==> src/rtl/sgms_pkg.sv <==
`timescale 1ns / 1ps
// ----------------------------------------------------------------------------
// sgms_pkg
// Shared widths, fixed-point constants and stage payload types for the
// stereo geometric-mean shaper.
// ----------------------------------------------------------------------------
package sgms_pkg;

    localparam int SAMPLE_BITS_DEF = 24;
    localparam int INT_FRAC        = 30;

    localparam int AMOUNT_BITS = 16;
    localparam logic [AMOUNT_BITS:0] AMOUNT_ONE = {1'b1, {AMOUNT_BITS{1'b0}}};

    // 0.3 in Q46, split so each partial product stays narrow
    localparam int SOAR_Q46_BITS = 45;
    localparam logic [SOAR_Q46_BITS-1:0] SOAR_Q46 = 45'd21110623253299;
    localparam int SOAR_SPLIT = 23;
    localparam int SOAR_HI_BITS = SOAR_Q46_BITS - SOAR_SPLIT;
    localparam logic [SOAR_HI_BITS-1:0] SOAR_HI = SOAR_Q46[SOAR_Q46_BITS-1:SOAR_SPLIT];
    localparam logic [SOAR_SPLIT-1:0] SOAR_LO = SOAR_Q46[SOAR_SPLIT-1:0];

    localparam int PHI_BITS  = SOAR_HI_BITS + AMOUNT_BITS + 1;
    localparam int PLO_BITS  = SOAR_SPLIT + AMOUNT_BITS + 1;
    localparam int SUM_BITS  = 63;
    localparam int SOAR_BITS = 29;
    localparam int SQP_BITS  = 2 * SOAR_BITS;
    localparam int SQ_BITS   = 27;

    localparam int Q30_BITS  = INT_FRAC + 1;
    localparam int WORK_BITS = 33;
    localparam int PROD_BITS = 2 * Q30_BITS;
    localparam int ROOT_BITS = Q30_BITS;
    localparam int REM_BITS  = ROOT_BITS + 2;
    localparam int G_BITS    = ROOT_BITS + 1;

    localparam int SETTLE_CYCLES = 4;
    localparam int SETTLE_BITS   = 3;

    typedef struct packed {
        logic [SOAR_BITS-1:0] soar;
        logic [SQ_BITS-1:0]   sq;
    } offset_t;

    typedef struct packed {
        logic [PROD_BITS-1:0] prod;
        logic                 neg;
    } prod_t;

    typedef struct packed {
        logic [ROOT_BITS-1:0] root;
        logic [REM_BITS-1:0]  rem;
        logic                 neg;
    } root_t;

endpackage

==> src/rtl/sgms_isqrt.sv <==
`timescale 1ns / 1ps
// ----------------------------------------------------------------------------
// sgms_isqrt
// Pipelined restoring square root: one root bit per stage, with the final
// remainder passed on for round-to-nearest.
// ----------------------------------------------------------------------------
module sgms_isqrt import sgms_pkg::*;
(
    input  logic  clk,
    input  logic  rst_n,
    input  logic  in_valid,
    output logic  in_ready,
    input  prod_t in_data,
    output logic  out_valid,
    input  logic  out_ready,
    output root_t out_data
);

    localparam int STAGES = ROOT_BITS;

    logic [STAGES-1:0]    vld_reg;
    logic [STAGES-1:0]    vld_src;
    logic [STAGES-1:0]    en;
    logic [ROOT_BITS-1:0] q_reg   [STAGES];
    logic [ROOT_BITS-1:0] q_next  [STAGES];
    logic [REM_BITS-1:0]  r_reg   [STAGES];
    logic [REM_BITS-1:0]  r_next  [STAGES];
    logic [PROD_BITS-1:0] v_reg   [STAGES];
    logic [PROD_BITS-1:0] v_next  [STAGES];
    logic [STAGES-1:0]    n_reg;
    logic [STAGES-1:0]    n_next;

    for (genvar k = 0; k < STAGES; k++)
    begin : g_step
        logic [ROOT_BITS-1:0] q_p;
        logic [REM_BITS-1:0]  r_p;
        logic [PROD_BITS-1:0] v_p;
        logic                 n_p;
        logic [REM_BITS+1:0]  rs;
        logic [REM_BITS+1:0]  trial;
        logic                 take;

        if (k == 0)
        begin : g_first
            assign q_p = '0;
            assign r_p = '0;
            assign v_p = in_data.prod;
            assign n_p = in_data.neg;
        end
        else
        begin : g_rest
            assign q_p = q_reg[k-1];
            assign r_p = r_reg[k-1];
            assign v_p = v_reg[k-1];
            assign n_p = n_reg[k-1];
        end

        // bring down the next two radicand bits and try root bit one
        assign rs        = {r_p, v_p[PROD_BITS-1 -: 2]};
        assign trial     = {2'b00, q_p, 2'b01};
        assign take      = (rs >= trial);
        assign q_next[k] = {q_p[ROOT_BITS-2:0], take};
        assign r_next[k] = take ? REM_BITS'(rs - trial) : rs[REM_BITS-1:0];
        assign v_next[k] = v_p << 2;
        assign n_next[k] = n_p;
    end

    always_comb
    begin
        en[STAGES-1] = !vld_reg[STAGES-1] || out_ready;
        for (int k = STAGES - 2; k >= 0; k--)
        begin
            en[k] = !vld_reg[k] || en[k+1];
        end
    end

    assign vld_src  = {vld_reg[STAGES-2:0], in_valid};
    assign in_ready = en[0];

    always_ff @(posedge clk or negedge rst_n)
    begin
        if (!rst_n)
        begin
            vld_reg <= '0;
        end
        else
        begin
            for (int k = 0; k < STAGES; k++)
            begin
                if (en[k])
                begin
                    vld_reg[k] <= vld_src[k];
                end
            end
        end
    end

    always_ff @(posedge clk)
    begin
        for (int k = 0; k < STAGES; k++)
        begin
            if (en[k])
            begin
                q_reg[k] <= q_next[k];
                r_reg[k] <= r_next[k];
                v_reg[k] <= v_next[k];
                n_reg[k] <= n_next[k];
            end
        end
    end

    assign out_valid     = vld_reg[STAGES-1];
    assign out_data.root = q_reg[STAGES-1];
    assign out_data.rem  = r_reg[STAGES-1];
    assign out_data.neg  = n_reg[STAGES-1];

endmodule

==> config.mk <==
export PLATFORM = sky130hd
export DESIGN_NAME = sgms_isqrt
export DESIGN_NICKNAME = d
export VERILOG_FILES = /design/src/rtl/sgms_pkg.sv /design/src/rtl/sgms_isqrt.sv
export SDC_FILE = /design/constraint.sdc
export NUM_CORES = 2
export LEC_CHECK = 0
export BUFFER_PORTS_ARGS = -buffer_cell sky130_fd_sc_hd__buf_2
export CAP_MARGIN = 20
export CORE_ASPECT_RATIO = 0.6
export CORE_MARGIN = 2
export CORE_UTILIZATION = 63
export CTS_BUF_LIST = sky130_fd_sc_hd__clkbuf_4 sky130_fd_sc_hd__clkbuf_8 sky130_fd_sc_hd__clkbuf_16
export DETAILED_ROUTE_END_ITERATION = 12
export PLACE_DENSITY = 0.8
export SYNTH_ARGS = -nofsm -noshare
export SYNTH_HDL_FRONTEND = slang
export SYNTH_SLANG_ARGS = --single-unit
==> constraint.sdc <==
create_clock -name clk -period 23.8 [get_ports clk]
set_clock_uncertainty 0.15 [all_clocks]
set_input_delay 4.76 -clock clk [delete_from_list [all_inputs] [get_ports clk]]
set_output_delay 4.76 -clock clk [all_outputs]
set_load 0.02 [all_outputs]
* Word-level counts from Yosys, hierarchy flattened
Memories as Yosys holds them, arrays and structs flattened. Index checks and enable logic that the tools add are counted.
Operators by class: add/subtract/negate cells 31, $lt $le $gt $ge 31, multiplexer cells 93, reductions and logical operators 62
Operators with widths (count):
- 35-bit by 33-bit greater-or-equal comparator with 1-bit output | 30
- 33-bit two-way mux | 31
- 33-bit subtractor | 30
- 1-bit two-way mux | 62
- 1-bit logical NOT | 31
- 1-bit logical OR | 31
- 2-bit by 1-bit subtractor with 3-bit output (second input constant) | 1
- 2-bit by 1-bit greater-or-equal comparator with 1-bit output (second input constant) | 1
Word-level totals: bits in registers 62, RAM bits 3844, memories 3
Memory list:
- v_reg | words 31, width 60, read ports 30, clocked after memory_dff 0, wr ports 31, line sgms_isqrt.sv:28 | logic [PROD_BITS-1:0] v_reg [STAGES];
- r_reg | words 31, width 33, read ports 31, clocked after memory_dff 0, wr ports 31, line sgms_isqrt.sv:26 | logic [REM_BITS-1:0] r_reg [STAGES];
- q_reg | words 31, width 31, read ports 31, clocked after memory_dff 0, wr ports 31, line sgms_isqrt.sv:24 | logic [ROOT_BITS-1:0] q_reg [STAGES];

* Logic depth before layout (Yosys ltp)
depth after elaboration 34, gate-level depth with buffers 15, gate-level depth less buffers 14

* Worst setup path before layout
No wires, ideal clock.
path kind input to output, from input port out_ready, to output port in_ready, data arrival time 16.689 ns, data required time 18.890 ns, path slack 2.201 ns, stages on the path 11, path buffers 0, path through nand2b_1 > nor2_1 > inv_1 > nor2_1 > nand2_1 > nor3_1 > nand2_1 > nor3_1 > nand3_1 > nor2_1 > nand3_1
On the way: word-level cells in the longest chain between the ends 31
RTL lines:
- start: declaration | line sgms_isqrt.sv:15 | input logic out_ready,
- 1-bit logical OR | line sgms_isqrt.sv:70 | en[STAGES-1] = !vld_reg[STAGES-1] || out_ready;
- 1-bit logical OR | line sgms_isqrt.sv:73 | en[k] = !vld_reg[k] || en[k+1];
- via en[29] | line sgms_isqrt.sv:23 | logic [STAGES-1:0] en;
- 1-bit logical OR (4 in a row) | line sgms_isqrt.sv:73
- via en[25] | line sgms_isqrt.sv:23
- 1-bit logical OR (13 in a row) | line sgms_isqrt.sv:73
- via en[12] | line sgms_isqrt.sv:23
- 1-bit logical OR (9 in a row) | line sgms_isqrt.sv:73
- via en[3] | line sgms_isqrt.sv:23
- 1-bit logical OR (3 in a row) | line sgms_isqrt.sv:73
- end: declaration | line sgms_isqrt.sv:12 | output logic in_ready,
The timed path passes the listed nets, and every way through them passes these cells.

* Final worst setup path
from input port out_ready, to output port in_ready
On the way: word-level cells in the longest chain between the ends 31
RTL lines (line):
- 1-bit logical OR | sgms_isqrt.sv:70
- via en[30] | sgms_isqrt.sv:23
- 1-bit logical OR | sgms_isqrt.sv:73
- via en[29] | sgms_isqrt.sv:23
- 1-bit logical OR (4 in a row) | sgms_isqrt.sv:73
- via en[25] | sgms_isqrt.sv:23
- 1-bit logical OR (13 in a row) | sgms_isqrt.sv:73
- via en[12] | sgms_isqrt.sv:23
- 1-bit logical OR (9 in a row) | sgms_isqrt.sv:73
- via en[3] | sgms_isqrt.sv:23
- 1-bit logical OR (3 in a row) | sgms_isqrt.sv:73
The timed path passes the listed nets, and every way through them passes these cells.

==> key figures <==
STA
  – Rel. slew slack: between 20% and 30%
  – Period minus WS final: 15240 ps
  – Worst-Margin Slew: about 1100 ps
  – Final hold vios: 0
  – RSZ-0062 raised after global routing: false
  – Max Transition Viols Final: 0
  – Final setup violation count: 0
  – Final setup TNS: 0 ps
  – Max Clock Freq: 65.6 MHz
  – Period utilisation layout: 64.1%

Yosys
  – Cell Area, Synth: 113000 um^2
  – Seq/Total Area, Yosys: 65.3%
  – #FFs+latches synth: between 2k and 2.5k
  – Mapped Cells: 8691
  – Ys async rst share: 1.26%
  – Dominant synthesized flop cell: edfxtp_1
  – Syn Area/Cell: between 10 and 15 um^2
  – Syn. warnings: 0
  – Post-synth net total: 9288
  – Netlist cell types: 92
  – EDFF count, synth: 2432

Die
  – IO Count: approximately 130
  – Site Rows: 120
  – Initial Util: 63.4%
  – Die Area: 183000 um^2
  – Core area: ~180000 um^2
  – Die Wd: 551 um
  – DIE HEIGHT: between 300 and 400 um

Placement
  – DPL Wire Length: 186000 um
  – Port Buf Inserts: 133
  – Routability cong.: roughly 0.94

Setup path
  – Crit path arrival time: 10330 ps
  – RR Startpoint: vld_reg[30]
  – Critical path's largest stage delay: 870 ps
  – CP max FO: 51
  – Critical Path Start: out_ready
  – Worst R2R Setup Slack: 17360 ps
  – Worst Setup EP: in_ready
  – Slowest CP cell: nor3_1
  – Worst reg2reg path depth: 11
  – Critical path depth: 13
  – Crit path buf inv count: 3
  – CP Capture Type: output pin
  – Critical-path cell list: buf_2 -> nand2b_4 -> nor2_1 -> inv_2 -> nor2_1 -> nand2_2 -> nor3_1 -> nand2_4 -> nor3_1 -> nand3_4 -> nor2_1 -> nand3_4 -> buf_2
  – Critical Path RT: roughly 19000 ps
  – Reg2reg end: v_reg[0][81]
  – Critical path type: in2out
  – Crit start category: input pin
  – Most used cell along the critical path: nor2_1
  – Top delay family on crit path: simple AND/OR/NAND/NOR gates

Layout
  – Post-Route Utilization: a little over two thirds
  – Filler cell count: 11.7k
  – Nets: 9553
  – Multi-input logic area: 36400 um^2
  – Layout cells sized above 1: 8.15%
  – Max reg flops: 975
  – Reg area: 73800 um^2
  – Synth-to-Final Area Change: 9.95%

Global route
  – Largest net degree at the start of global routing: 90
  – GRT Util Overall: 28.6%
  – Vias in the first global route: 67.2k
  – Grt ovf: 0
  – First-pass GRT wire length: 402000 um
  – Initial antenna violation count: 13

Detailed routing
  – Via density: 6.26
  – Initial DRC Count: 10.1k
  – WL/cell: 23.1 um
  – Vias: 72.1k
  – Detail Route Antenna Nets: 0
  – DRC Markers: 0
  – Routed WL: 266000 um
  – Pre-antenna DRT Iters: 8

Power
  – Worst IR drop on VDD: around 70 uV
  – Power per Cell Area: 96.2 nW/um^2
  – Leak pwr: 50.8 nW

Clocking
  – # Post-CTS Setup Buffers: 0
  – Clk_lat worst skew: 900 ps
  – Clock root cell: clkbuf_16
  – CTS buffer count: ~220
  – CTS HTree Levels: 4
  – Clk pin slew, worst setup/hold paths: around 70 ps
  – Clock tree buffer depth: 4
  – TritonCTS clock tree: yes
  – TritonCTS Sinks: 2463
  – Hold_buf cts: 0
  – Post-cts sizing count: 0

Run status
  – Status: finished, final reports clean

Run
  – Max-cap viol count: 0

Hold path
  – Worst Hold Class: reg2reg
[routing by layer]
layer / global-route usage [%] / part of all wire (%) / up-vias
li1: - / - / 32600
met1: 48.6 / 46 / 34900
met2: 37.4 / 39 / 4149
met3: 6.48 / 13 / 417
met4: 4.90 / 1.7 / 10
met5: 0 / 0.029 / -
[kinds of logic (layout without fill, tap and decap cells)]
kind of cell | count (synthesis) | after routing | share of synthesized area (%)
AOI/OAI and AO/OA | 1657 | 1657 | 9.00
xor gates and xnor gates | 786 | 786 | 6.09
adders and majority gates | 530 | 530 | 5.86
buffers and inverters | 831 | 1271 | 2.79
DFF | 2463 | 2463 | 65.3
muxes | 84 | 84 | 0.823
other | 1 | 4 | 0.00332
and+or+nand+nor | 2339 | 2339 | 10.2
[stage by stage]
stage / worst slack [ps] / cell area [um^2] / cells / hold slack [ps] / power (W)
floorplan: 2200 / 113000 / 8691 / 250 / 0.00753
global placement: 8830 / 117000 / 11100 / 251 / 0.00819
detailed placement: 8640 / 117000 / 11100 / 255 / 0.00828
CTS: 8550 / 124000 / 11500 / 200 / 0.0119
global route: 8270 / 124000 / 11500 / 217 / 0.0124
finish: 8560 / 124000 / 11500 / 219 / 0.0120
[layout by cell type, fill, tap and decap left out, drive strengths merged, types with 49 or more instances in the layout]
cell | Yosys | layout
o21a | 94 | 94
o21ai | 476 | 476
edfxtp | 2432 | 2432
mux2 | 72 | 72
inv | 685 | 685
nand4 | 89 | 89
ha | 530 | 530
a31oi | 54 | 54
buf | 14 | 191
or2 | 49 | 49
or4 | 59 | 59
nand3 | 155 | 155
a21o | 185 | 185
o31ai | 79 | 79
nor2b | 75 | 75
nor4 | 111 | 111
nand2 | 648 | 648
clkbuf | 131 | 265
a21oi | 482 | 482
nor2 | 531 | 531
clkinv | 1 | 88
or3 | 88 | 88
xnor2 | 366 | 366
xor2 | 420 | 420
nor3 | 236 | 236
nand2b | 138 | 138
[area by class of cell]
cell class | count | area share (%)
inverter | 686 | 2.08
timing repair buffer | 191 | 1.02
sequential | 2463 | 59.3
tap | 2379 | 2.39
clock inverter | 129 | 1.17
multi-input combinational | 5397 | 29.3
clock buffer | 265 | 4.72
antenna | 3 | 0.00604
[report_power, final]
| part | internal [W] | switching [W] | leakage (nW) |
|---|---|---|---|
| combinational | 0.000806 | 0.00120 | 22.5 |
| clock | 0.00209 | 0.00156 | 3.64 |
| sequential | 0.00569 | 0.000625 | 24.7 |
| total | 0.00858 | 0.00339 | 50.8 |
[worst reg2reg max path: stages, from the launching register on]
cell      delay [ps]
dfrtp_1          390
nand2b_4          90
nor2_1           350
inv_2             80
nor2_1           450
nand2_2          140
nor3_1           790
nand2_4          470
nor3_1           870
nand3_4          710
nor2_1           730
nand2_4          660
[how the worst min path moves through the flow]
stage                   from            end  slack [ps]  depth (start not counted)
4_1_cts         v_reg[1][95]  v_reg[1][157]         200                          0
5_1_grt        v_reg[0][822]  v_reg[0][884]         220                          0
3_5_place_dp    v_reg[0][42]  v_reg[0][104]         250                          0
6_report        v_reg[1][95]  v_reg[1][157]         220                          0
3_3_place_gp   v_reg[0][186]  v_reg[0][248]         250                          0
2_1_floorplan       n_reg[9]      n_reg[10]         250                          0
[Yosys cell counts, types with 138 or more instances]
master / instances / area [um^2]
inv_1: 683 / 2560
xor2_1: 420 / 3680
xnor2_1: 366 / 3210
edfxtp_1: 2432 / 73000
o21ai_0: 471 / 2360
nand2b_1: 138 / 863
a21oi_1: 482 / 2410
nor2_1: 531 / 1990
nand3_1: 154 / 771
a21o_1: 185 / 1390
ha_1: 530 / 6630
nand2_1: 648 / 2430
nor3_1: 236 / 1180
No activity file was read; power rests on OpenSTA's default activity.
