<file path="config.mk">
export PLATFORM = sky130hd
export DESIGN_NAME = sgms_back
export DESIGN_NICKNAME = d
export VERILOG_FILES = /design/src/rtl/sgms_pkg.sv /design/src/rtl/sgms_back.sv
export SDC_FILE = /design/constraint.sdc
export NUM_CORES = 1
export LEC_CHECK = 0
export ABC_CLOCK_PERIOD_IN_PS = 8900
export BUFFER_PORTS_ARGS = -buffer_cell sky130_fd_sc_hd__buf_2
export CORE_ASPECT_RATIO = 1.5
export CORE_MARGIN = 1.5
export CORE_UTILIZATION = 60
export DETAILED_ROUTE_END_ITERATION = 16
export GPL_ROUTABILITY_DRIVEN = 0
export HOLD_SLACK_MARGIN = 0.02
export PLACE_DENSITY = 0.85
export SETUP_SLACK_MARGIN = 0.5
export SLEW_MARGIN = 30
export SYNTH_ARGS = -nofsm -noshare
export SYNTH_HDL_FRONTEND = slang
export SYNTH_SLANG_ARGS = --single-unit
</file>
<file path="constraint.sdc">
create_clock -name clk -period 8.9 [get_ports clk]
set_clock_uncertainty 0.05 [all_clocks]
set_input_delay 0.445 -clock clk [delete_from_list [all_inputs] [get_ports clk]]
set_output_delay 0.445 -clock clk [all_outputs]
set_load 0.01 [all_outputs]
</file>
<file path="src/rtl/sgms_pkg.sv">
`timescale 1ns / 1ps
// ----------------------------------------------------------------------------
// sgms_pkg
// Shared widths, fixed-point constants and stage payload types for the
// stereo geometric-mean shaper.
// ----------------------------------------------------------------------------
package sgms_pkg;

    localparam int SAMPLE_BITS_DEF = 24;
    localparam int INT_FRAC        = 30;

    localparam int AMOUNT_BITS = 16;
    localparam logic [AMOUNT_BITS:0] AMOUNT_ONE = {1'b1, {AMOUNT_BITS{1'b0}}};

    // 0.3 in Q46, split so each partial product stays narrow
    localparam int SOAR_Q46_BITS = 45;
    localparam logic [SOAR_Q46_BITS-1:0] SOAR_Q46 = 45'd21110623253299;
    localparam int SOAR_SPLIT = 23;
    localparam int SOAR_HI_BITS = SOAR_Q46_BITS - SOAR_SPLIT;
    localparam logic [SOAR_HI_BITS-1:0] SOAR_HI = SOAR_Q46[SOAR_Q46_BITS-1:SOAR_SPLIT];
    localparam logic [SOAR_SPLIT-1:0] SOAR_LO = SOAR_Q46[SOAR_SPLIT-1:0];

    localparam int PHI_BITS  = SOAR_HI_BITS + AMOUNT_BITS + 1;
    localparam int PLO_BITS  = SOAR_SPLIT + AMOUNT_BITS + 1;
    localparam int SUM_BITS  = 63;
    localparam int SOAR_BITS = 29;
    localparam int SQP_BITS  = 2 * SOAR_BITS;
    localparam int SQ_BITS   = 27;

    localparam int Q30_BITS  = INT_FRAC + 1;
    localparam int WORK_BITS = 33;
    localparam int PROD_BITS = 2 * Q30_BITS;
    localparam int ROOT_BITS = Q30_BITS;
    localparam int REM_BITS  = ROOT_BITS + 2;
    localparam int G_BITS    = ROOT_BITS + 1;

    localparam int SETTLE_CYCLES = 4;
    localparam int SETTLE_BITS   = 3;

    typedef struct packed {
        logic [SOAR_BITS-1:0] soar;
        logic [SQ_BITS-1:0]   sq;
    } offset_t;

    typedef struct packed {
        logic [PROD_BITS-1:0] prod;
        logic                 neg;
    } prod_t;

    typedef struct packed {
        logic [ROOT_BITS-1:0] root;
        logic [REM_BITS-1:0]  rem;
        logic                 neg;
    } root_t;

endpackage

</file>
<file path="src/rtl/sgms_back.sv">
`timescale 1ns / 1ps
// ----------------------------------------------------------------------------
// sgms_back
// Back end: round the root, take off soar, move to the sample format,
// saturate and apply the sign. The last stage is the output register.
// ----------------------------------------------------------------------------
module sgms_back import sgms_pkg::*; #(
    parameter int SAMPLE_BITS = SAMPLE_BITS_DEF
)
(
    input  logic                          clk,
    input  logic                          rst_n,
    input  logic                          in_valid,
    output logic                          in_ready,
    input  root_t                         in_data,
    input  offset_t                       offset,
    output logic                          out_valid,
    input  logic                          out_ready,
    output logic signed [SAMPLE_BITS-1:0] out_sample
);

    localparam int STAGES = 4;
    localparam int FRAC   = SAMPLE_BITS - 1;
    localparam int OUT_DN = (FRAC >= INT_FRAC) ? 0 : INT_FRAC - FRAC;
    localparam int OUT_UP = (FRAC >= INT_FRAC) ? FRAC - INT_FRAC : 0;
    localparam logic [WORK_BITS-1:0] OUT_RND = WORK_BITS'((1 << OUT_DN) >> 1);
    localparam logic [WORK_BITS-1:0] CAP_NEG = WORK_BITS'(1) << FRAC;
    localparam logic [WORK_BITS-1:0] CAP_POS = CAP_NEG - 1'b1;

    logic [STAGES-1:0]      vld_reg;
    logic [STAGES-1:0]      vld_src;
    logic [STAGES-1:0]      en;
    logic [STAGES-2:0]      neg_reg;
    logic [G_BITS-1:0]      g_reg;
    logic [G_BITS-1:0]      m_reg;
    logic [WORK_BITS-1:0]   scaled_reg;
    logic [SAMPLE_BITS-1:0] out_reg;
    logic [G_BITS-1:0]      soar_ext;
    logic [WORK_BITS-1:0]   cap;
    logic [WORK_BITS-1:0]   capped;
    logic [SAMPLE_BITS-1:0] out_next;

    always_comb
    begin
        en[STAGES-1] = !vld_reg[STAGES-1] || out_ready;
        for (int k = STAGES - 2; k >= 0; k--)
        begin
            en[k] = !vld_reg[k] || en[k+1];
        end
    end

    assign vld_src  = {vld_reg[STAGES-2:0], in_valid};
    assign in_ready = en[0];
    assign soar_ext = G_BITS'(offset.soar);

    // saturate on the magnitude, then negate when the input signs differ
    always_comb
    begin
        cap      = neg_reg[2] ? CAP_NEG : CAP_POS;
        capped   = (scaled_reg > cap) ? cap : scaled_reg;
        out_next = neg_reg[2] ? (~capped[SAMPLE_BITS-1:0] + 1'b1) : capped[SAMPLE_BITS-1:0];
    end

    always_ff @(posedge clk or negedge rst_n)
    begin
        if (!rst_n)
        begin
            vld_reg <= '0;
        end
        else
        begin
            for (int k = 0; k < STAGES; k++)
            begin
                if (en[k])
                begin
                    vld_reg[k] <= vld_src[k];
                end
            end
        end
    end

    always_ff @(posedge clk)
    begin
        if (en[0])
        begin
            // round up when the remainder exceeds the floor root
            g_reg      <= G_BITS'(in_data.root)
                          + G_BITS'(in_data.rem > REM_BITS'(in_data.root));
            neg_reg[0] <= in_data.neg;
        end
        if (en[1])
        begin
            m_reg      <= (g_reg > soar_ext) ? (g_reg - soar_ext) : '0;
            neg_reg[1] <= neg_reg[0];
        end
        if (en[2])
        begin
            scaled_reg <= ((WORK_BITS'(m_reg) + OUT_RND) >> OUT_DN) << OUT_UP;
            neg_reg[2] <= neg_reg[1];
        end
        if (en[3])
        begin
            out_reg    <= out_next;
        end
    end

    assign out_valid  = vld_reg[STAGES-1];
    assign out_sample = $signed(out_reg);

endmodule

</file>
-- After elaboration in Yosys (flattened, before gate mapping)
Index checks and enable logic that the tools add are counted.
- add/subtract/negate cells: 4
- order comparisons: 3
- bitwise gates (word level): 1
- reduce and logical (&&, ||, !) cells: 8
- multiplexer cells: 3
- operator list (cell ; count):
    24-bit two-way mux ; 3
    32-bit by 7-bit adder with 33-bit output, second input constant ; 1
    33-bit by 31-bit greater-than comparator with 1-bit output ; 1
    31-bit by 1-bit adder with 32-bit output ; 1
    32-bit by 29-bit greater-than comparator with 1-bit output ; 1
    32-bit by 29-bit subtractor with 32-bit output ; 1
    26-bit by 24-bit greater-than comparator with 1-bit output ; 1
    24-bit by 1-bit adder with 24-bit output, second input constant ; 1
    24-bit NOT ; 1
    1-bit logical NOT ; 4
    1-bit logical OR ; 4
- output and inout bits: 26
- flip-flop bits (word level): 121

-- Logic depth before layout (Yosys ltp)
- word-level depth: 6
- mapped depth: 18

-- Worst setup path after synthesis
Ideal clock, no wire load.
- path kind: register to register
- start point: reg neg_reg[2]
- end point: reg out_reg[8] (netlist: out_sample[8]) (data pin)
- arrival time: 4326 ps
- path slack: 4354 ps
- setup time: 169 ps
- stages on the path, launching flop included: 19
- required time: 8681 ps
- cells stage by stage: edfxtp_1 > inv_1 > clkbuf_1 > ha_1 > nand4_1 > nor4_1 > o311ai_0 > o211a_1 > nand2b_1 > buf_2 > buf_2 > a21oi_1 > ha_1 > clkbuf_1 > inv_1 > or4_1 > nand2_1 > a21oi_1 > o31ai_1
- cells in the longest elaborated chain, start to end: 6
- RTL lines (element ; line ; source):
    start: declaration ; sgms_back.sv:33 ; logic [STAGES-2:0] neg_reg;
    start signal: assignment ; sgms_back.sv:99 ; neg_reg[2] <= neg_reg[1];
    24-bit two-way mux ; sgms_back.sv:59 ; cap = neg_reg[2] ? CAP_NEG : CAP_POS;
    26-bit by 24-bit greater-than comparator with 1-bit output ; sgms_back.sv:60 ; capped = (scaled_reg > cap) ? cap : scaled_reg;
    24-bit two-way mux ; sgms_back.sv:60 ;
    24-bit NOT ; sgms_back.sv:61 ; out_next = neg_reg[2] ? (~capped[SAMPLE_BITS-1:0] + 1'b1) : capped[SAMPLE_BITS-1:0];
    24-bit by 1-bit adder with 24-bit output ; sgms_back.sv:61 ;
    24-bit two-way mux (*) ; sgms_back.sv:61 ;
    named net out_next[8] ; sgms_back.sv:41 ; logic [SAMPLE_BITS-1:0] out_next;
    end signal: assignment ; sgms_back.sv:103 ; out_reg <= out_next;
    end: declaration ; sgms_back.sv:37 ; logic [SAMPLE_BITS-1:0] out_reg;
Mark *: on every way through the listed nets, which the timed path passes. The rest lies on a longest branch.
A chain may end at the register's enable or synchronous reset.

-- Final worst setup path
Same ends and word-level chain as after synthesis.

==> impl_metrics.csv <==
group,metric,value,unit
die,pin_count,151,
worst_setup_path,worstSetupPathType,"register to register",
logic_synthesis,yosys_warnings,0,
worst_setup_path,timing.critical_path.cells,"buf_4 -> ha_1 -> nand4_1 -> nor4_1 -> o311ai_0 -> o211a_1 -> nand2b_1 -> a21oi_1 -> ha_1 -> inv_1 -> or4_1 -> nand2_1 -> a21oi_1 -> o31ai_1",
cells_and_area,antenna_cells_inserted,0,
logic_synthesis,synth_edf_count,111,
cells_and_area,areaGrowthSynthToFinish,18.0,%
worst_setup_path,critPathTopFamily,"simple AND/OR/NAND/NOR gates",
outcome,result_of_the_run,"completed",
logic_synthesis,synth_top_area_share,39.9,%
route,drt_pre_antenna_iters,5,
timing,timing.slew.headroom,42.6,%
logic_synthesis,synth_top_area_cell,"edfxtp_1",
clock_network,postcts_setup_bufs,0,
run,drv.max_cap_violation_count,0,
timing,final-max-slew-violation-count,0,
route,antenna_left,0,
logic_synthesis,yosys-top-cells-area,"edfxtp_1, ha_1, xnor2_1, inv_1, o21ai_0",
cells_and_area,largest_reg_flops,32,
cells_and_area,layout.nets,1218,
worst_hold_path,hold_depth,1,
clock_network,cts_root_buf,"clkbuf_16",
die,initial_cell_density_of_the_core,61.8,%
logic_synthesis,yosys_most_used_dff,"edfxtp_1",
logic_synthesis,mappedNetlistNets,1085,
timing,worst_setup_slack_after_layout,3.61,ns
route,vias_per_cell,6.07,
pwr,internal_power,1570,uW
pwr,power_switching,668,uW
worst_setup_path,cpMaxStageDelayCell,"edfxtp_1",
clock_network,max-clock-path-buffers,2,
route,vias,7156,
pwr,p_sw_share,29.8,%
timing,hold_viol_final,0,
logic_synthesis,ys_top_cells_by_count,"edfxtp_1, ha_1, inv_1",
place,place_hpwl,13500,um
timing,setup_violations,0,
worst_hold_path,hold_wc_startpoint,"in_data[0]",
clock_network,clkSinkCount,115,
logic_synthesis,postSynthAreaPerCell,9.59,um^2
worst_hold_path,min_to,"neg_reg[0]",
worst_setup_path,worstPathMaxFanout,28,
die,floorplan.core_area,0.0135,mm^2
global_route,initial_antenna_violation_count,0,
worst_setup_path,arrival,5.47,ns
logic_synthesis,post_synth_num_cell_types,67,
route,postRouteWirelength,18300,um
logic_synthesis,async_set_reset_flop_share_out_of_synthesis,3.48,%
clock_network,h-tree-depth,4,
worst_setup_path,setup.worst_path.end_class,"register",
logic_synthesis,synth.yosys.seq_area_share,41.1,%
die,chipHeight,148,um
global_route,globalRouteOverflowTotal,0,
worst_setup_path,reg2reg_setup_slack,3.61,ns
worst_setup_path,start_kind,"register",
clock_network,post_cts_resized,0,
global_route,pin_count_of_the_biggest_net_entering_global_routing,38,
logic_synthesis,yosys.cell_count.top_type,"edfxtp_1",
pwr,vdd_drop_max,0.127,mV
worst_setup_path,crit_buf_inv,2,
global_route,vias_in_the_first_global_route,7152,
logic_synthesis,synth_cells,872,
clock_network,insertion_delay,0.42,ns
worst_hold_path,worst_hold_path_type,"input pin to register",
place,placement.setup.worst_slack,3.81,ns
timing,setup_total_negative_slack,0,ns
global_route,track_usage,25.8,%
pwr,pwr_density_cell,227,mW/mm^2
worst_setup_path,reg2regPathDepth,14,
pwr,sequentialPowerShare,38.3,%
clock_network,postCtsHoldBufs,1,
clock_network,clock_tree_from_tritoncts,"done",
worst_setup_path,crit_path_max_incr_delay,0.80,ns
timing,final.min_clock_period,5.29,ns
die,num_rows,52,
timing,final_min_period_over_clock_period,59.4,%
route,routed_wire_length_per_instance,15.5,um
timing,max_slew.worst_pin.slew,0.860,ns
die,die-width,99.4,um
worst_setup_path,reg2reg_start,"neg_reg[2]",
timing,maxClockFrequency,189,MHz
logic_synthesis,ys_seq_elements,115,
pwr,total_leakage_power,0.00427,uW
global_route,grt_pass1_wl,30400,um
cells_and_area,drive_gt1_share,17.1,%
timing,rsz0062_at_grt,"false",
worst_setup_path,crit-reg2reg-capture,"out_sample[8]",
clock_network,cts-buffers-inserted,17,
route,dr.first_iter.drc_count,305,
die,fp.dieArea,0.0147,mm^2
logic_synthesis,syn_area,0.00836,mm^2
worst_setup_path,timing.critical_path.required,9.09,ns
place,place.port_buffers,123,
route,drc_errors,0,
pwr,clock_power_share,35.8,%
clock_network,cts.clk_slew.worst_paths,0.05,ns
pwr,power_frac_comb,25.8,%
[cell families (layout without fill, tap and decap cells)]
group           Yosys count  count (layout)  share of synthesized area, %
xor+xnor                 63              63                          6.60
simple gates            320             320                          19.8
fa+ha+maj                88              88                          13.2
buf+inv                  93             238                          4.30
compound gates          184             184                          14.0
flops                   115             115                          41.1
mux                       9               9                          1.08
[cell type report]
cell class                      instances  area (um^2)
Clock buffer                           19          433
Clock inverter                         12          259
Fill cell                             981         3670
Inverter                               78          293
Multi-Input combinational cell        664         4580
Sequential cell                       115         3430
Tap cell                              162          203
Timing Repair Buffer                  129          663
[cells in the final DEF (no fill, tap or decap), types with 3 or more instances in the layout]
cell type / Yosys / layout
buf_4: 1 / 5
or3_1: 9 / 9
nand4_1: 27 / 27
and4_1: 6 / 6
ha_1: 88 / 88
nand2_1: 60 / 59
clkbuf_16: 0 / 17
or2_2: 6 / 6
a21boi_0: 3 / 3
o21a_1: 13 / 13
nor3b_1: 5 / 5
nor3_1: 43 / 43
nor4_1: 9 / 9
dfrtp_1: 4 / 4
buf_2: 5 / 123
nor3_2: 3 / 3
nand3b_1: 3 / 3
and3_1: 9 / 9
a211oi_1: 7 / 7
a221oi_1: 3 / 3
edfxtp_1: 111 / 111
o21ai_0: 51 / 51
a31oi_1: 5 / 5
o311ai_0: 3 / 3
xor2_1: 10 / 10
mux2i_1: 9 / 9
nand3_1: 36 / 36
bufinv_16: 0 / 8
nor2_1: 67 / 67
and2_1: 4 / 4
o31ai_1: 4 / 4
clkinv_2: 0 / 3
xnor2_1: 53 / 53
or4_1: 5 / 5
a21oi_1: 50 / 50
a21o_1: 16 / 16
inv_1: 78 / 78
nand2b_1: 13 / 13
nor2b_1: 7 / 6
[routing by layer]
layer | track usage (%) | part of all wire, %
met4 | 18.2 | 5.9
met2 | 50.0 | 55
met1 | 23.1 | 34
met5 | 0 | 0
met3 | 5.30 | 5.1
[power groups by stage]
stage | Clock, uW | Combinational (uW) | Sequential [uW]
3_5_place_dp | 0 | 559 | 862
4_1_cts | 807 | 575 | 855
3_3_place_gp | 0 | 530 | 856
5_1_grt | 830 | 649 | 872
2_1_floorplan | 0 | 395 | 854
6_report | 804 | 579 | 859
[worst max path at each step]
| stage | cells after the start | slack (ns) | end | from |
|---|---|---|---|---|
| CTS | 14 | 3.72 | out_sample[8] | neg_reg[2] |
| detailed placement | 14 | 3.81 | out_sample[8] | neg_reg[2] |
| finish | 14 | 3.61 | out_sample[8] | neg_reg[2] |
| global placement | 14 | 3.86 | out_sample[8] | neg_reg[2] |
| global route | 14 | 3.25 | out_sample[8] | neg_reg[2] |
| floorplan | 18 | 4.35 | out_sample[8] | neg_reg[2] |
[metrics by stage]
step	area (um^2)	std cells	hold WS (ns)	util [%]	power, uW
6_report	9860	1179	0.154	72.9	2240
3_3_place_gp	9150	1147	0.200	67.6	1390
5_1_grt	9860	1179	0.145	72.9	2350
2_1_floorplan	8360	872	0.0994	-	1250
3_5_place_dp	9160	1147	0.204	67.7	1420
4_1_cts	9860	1179	0.147	72.9	2240
Note: power is estimated with default switching activity, not from simulation.
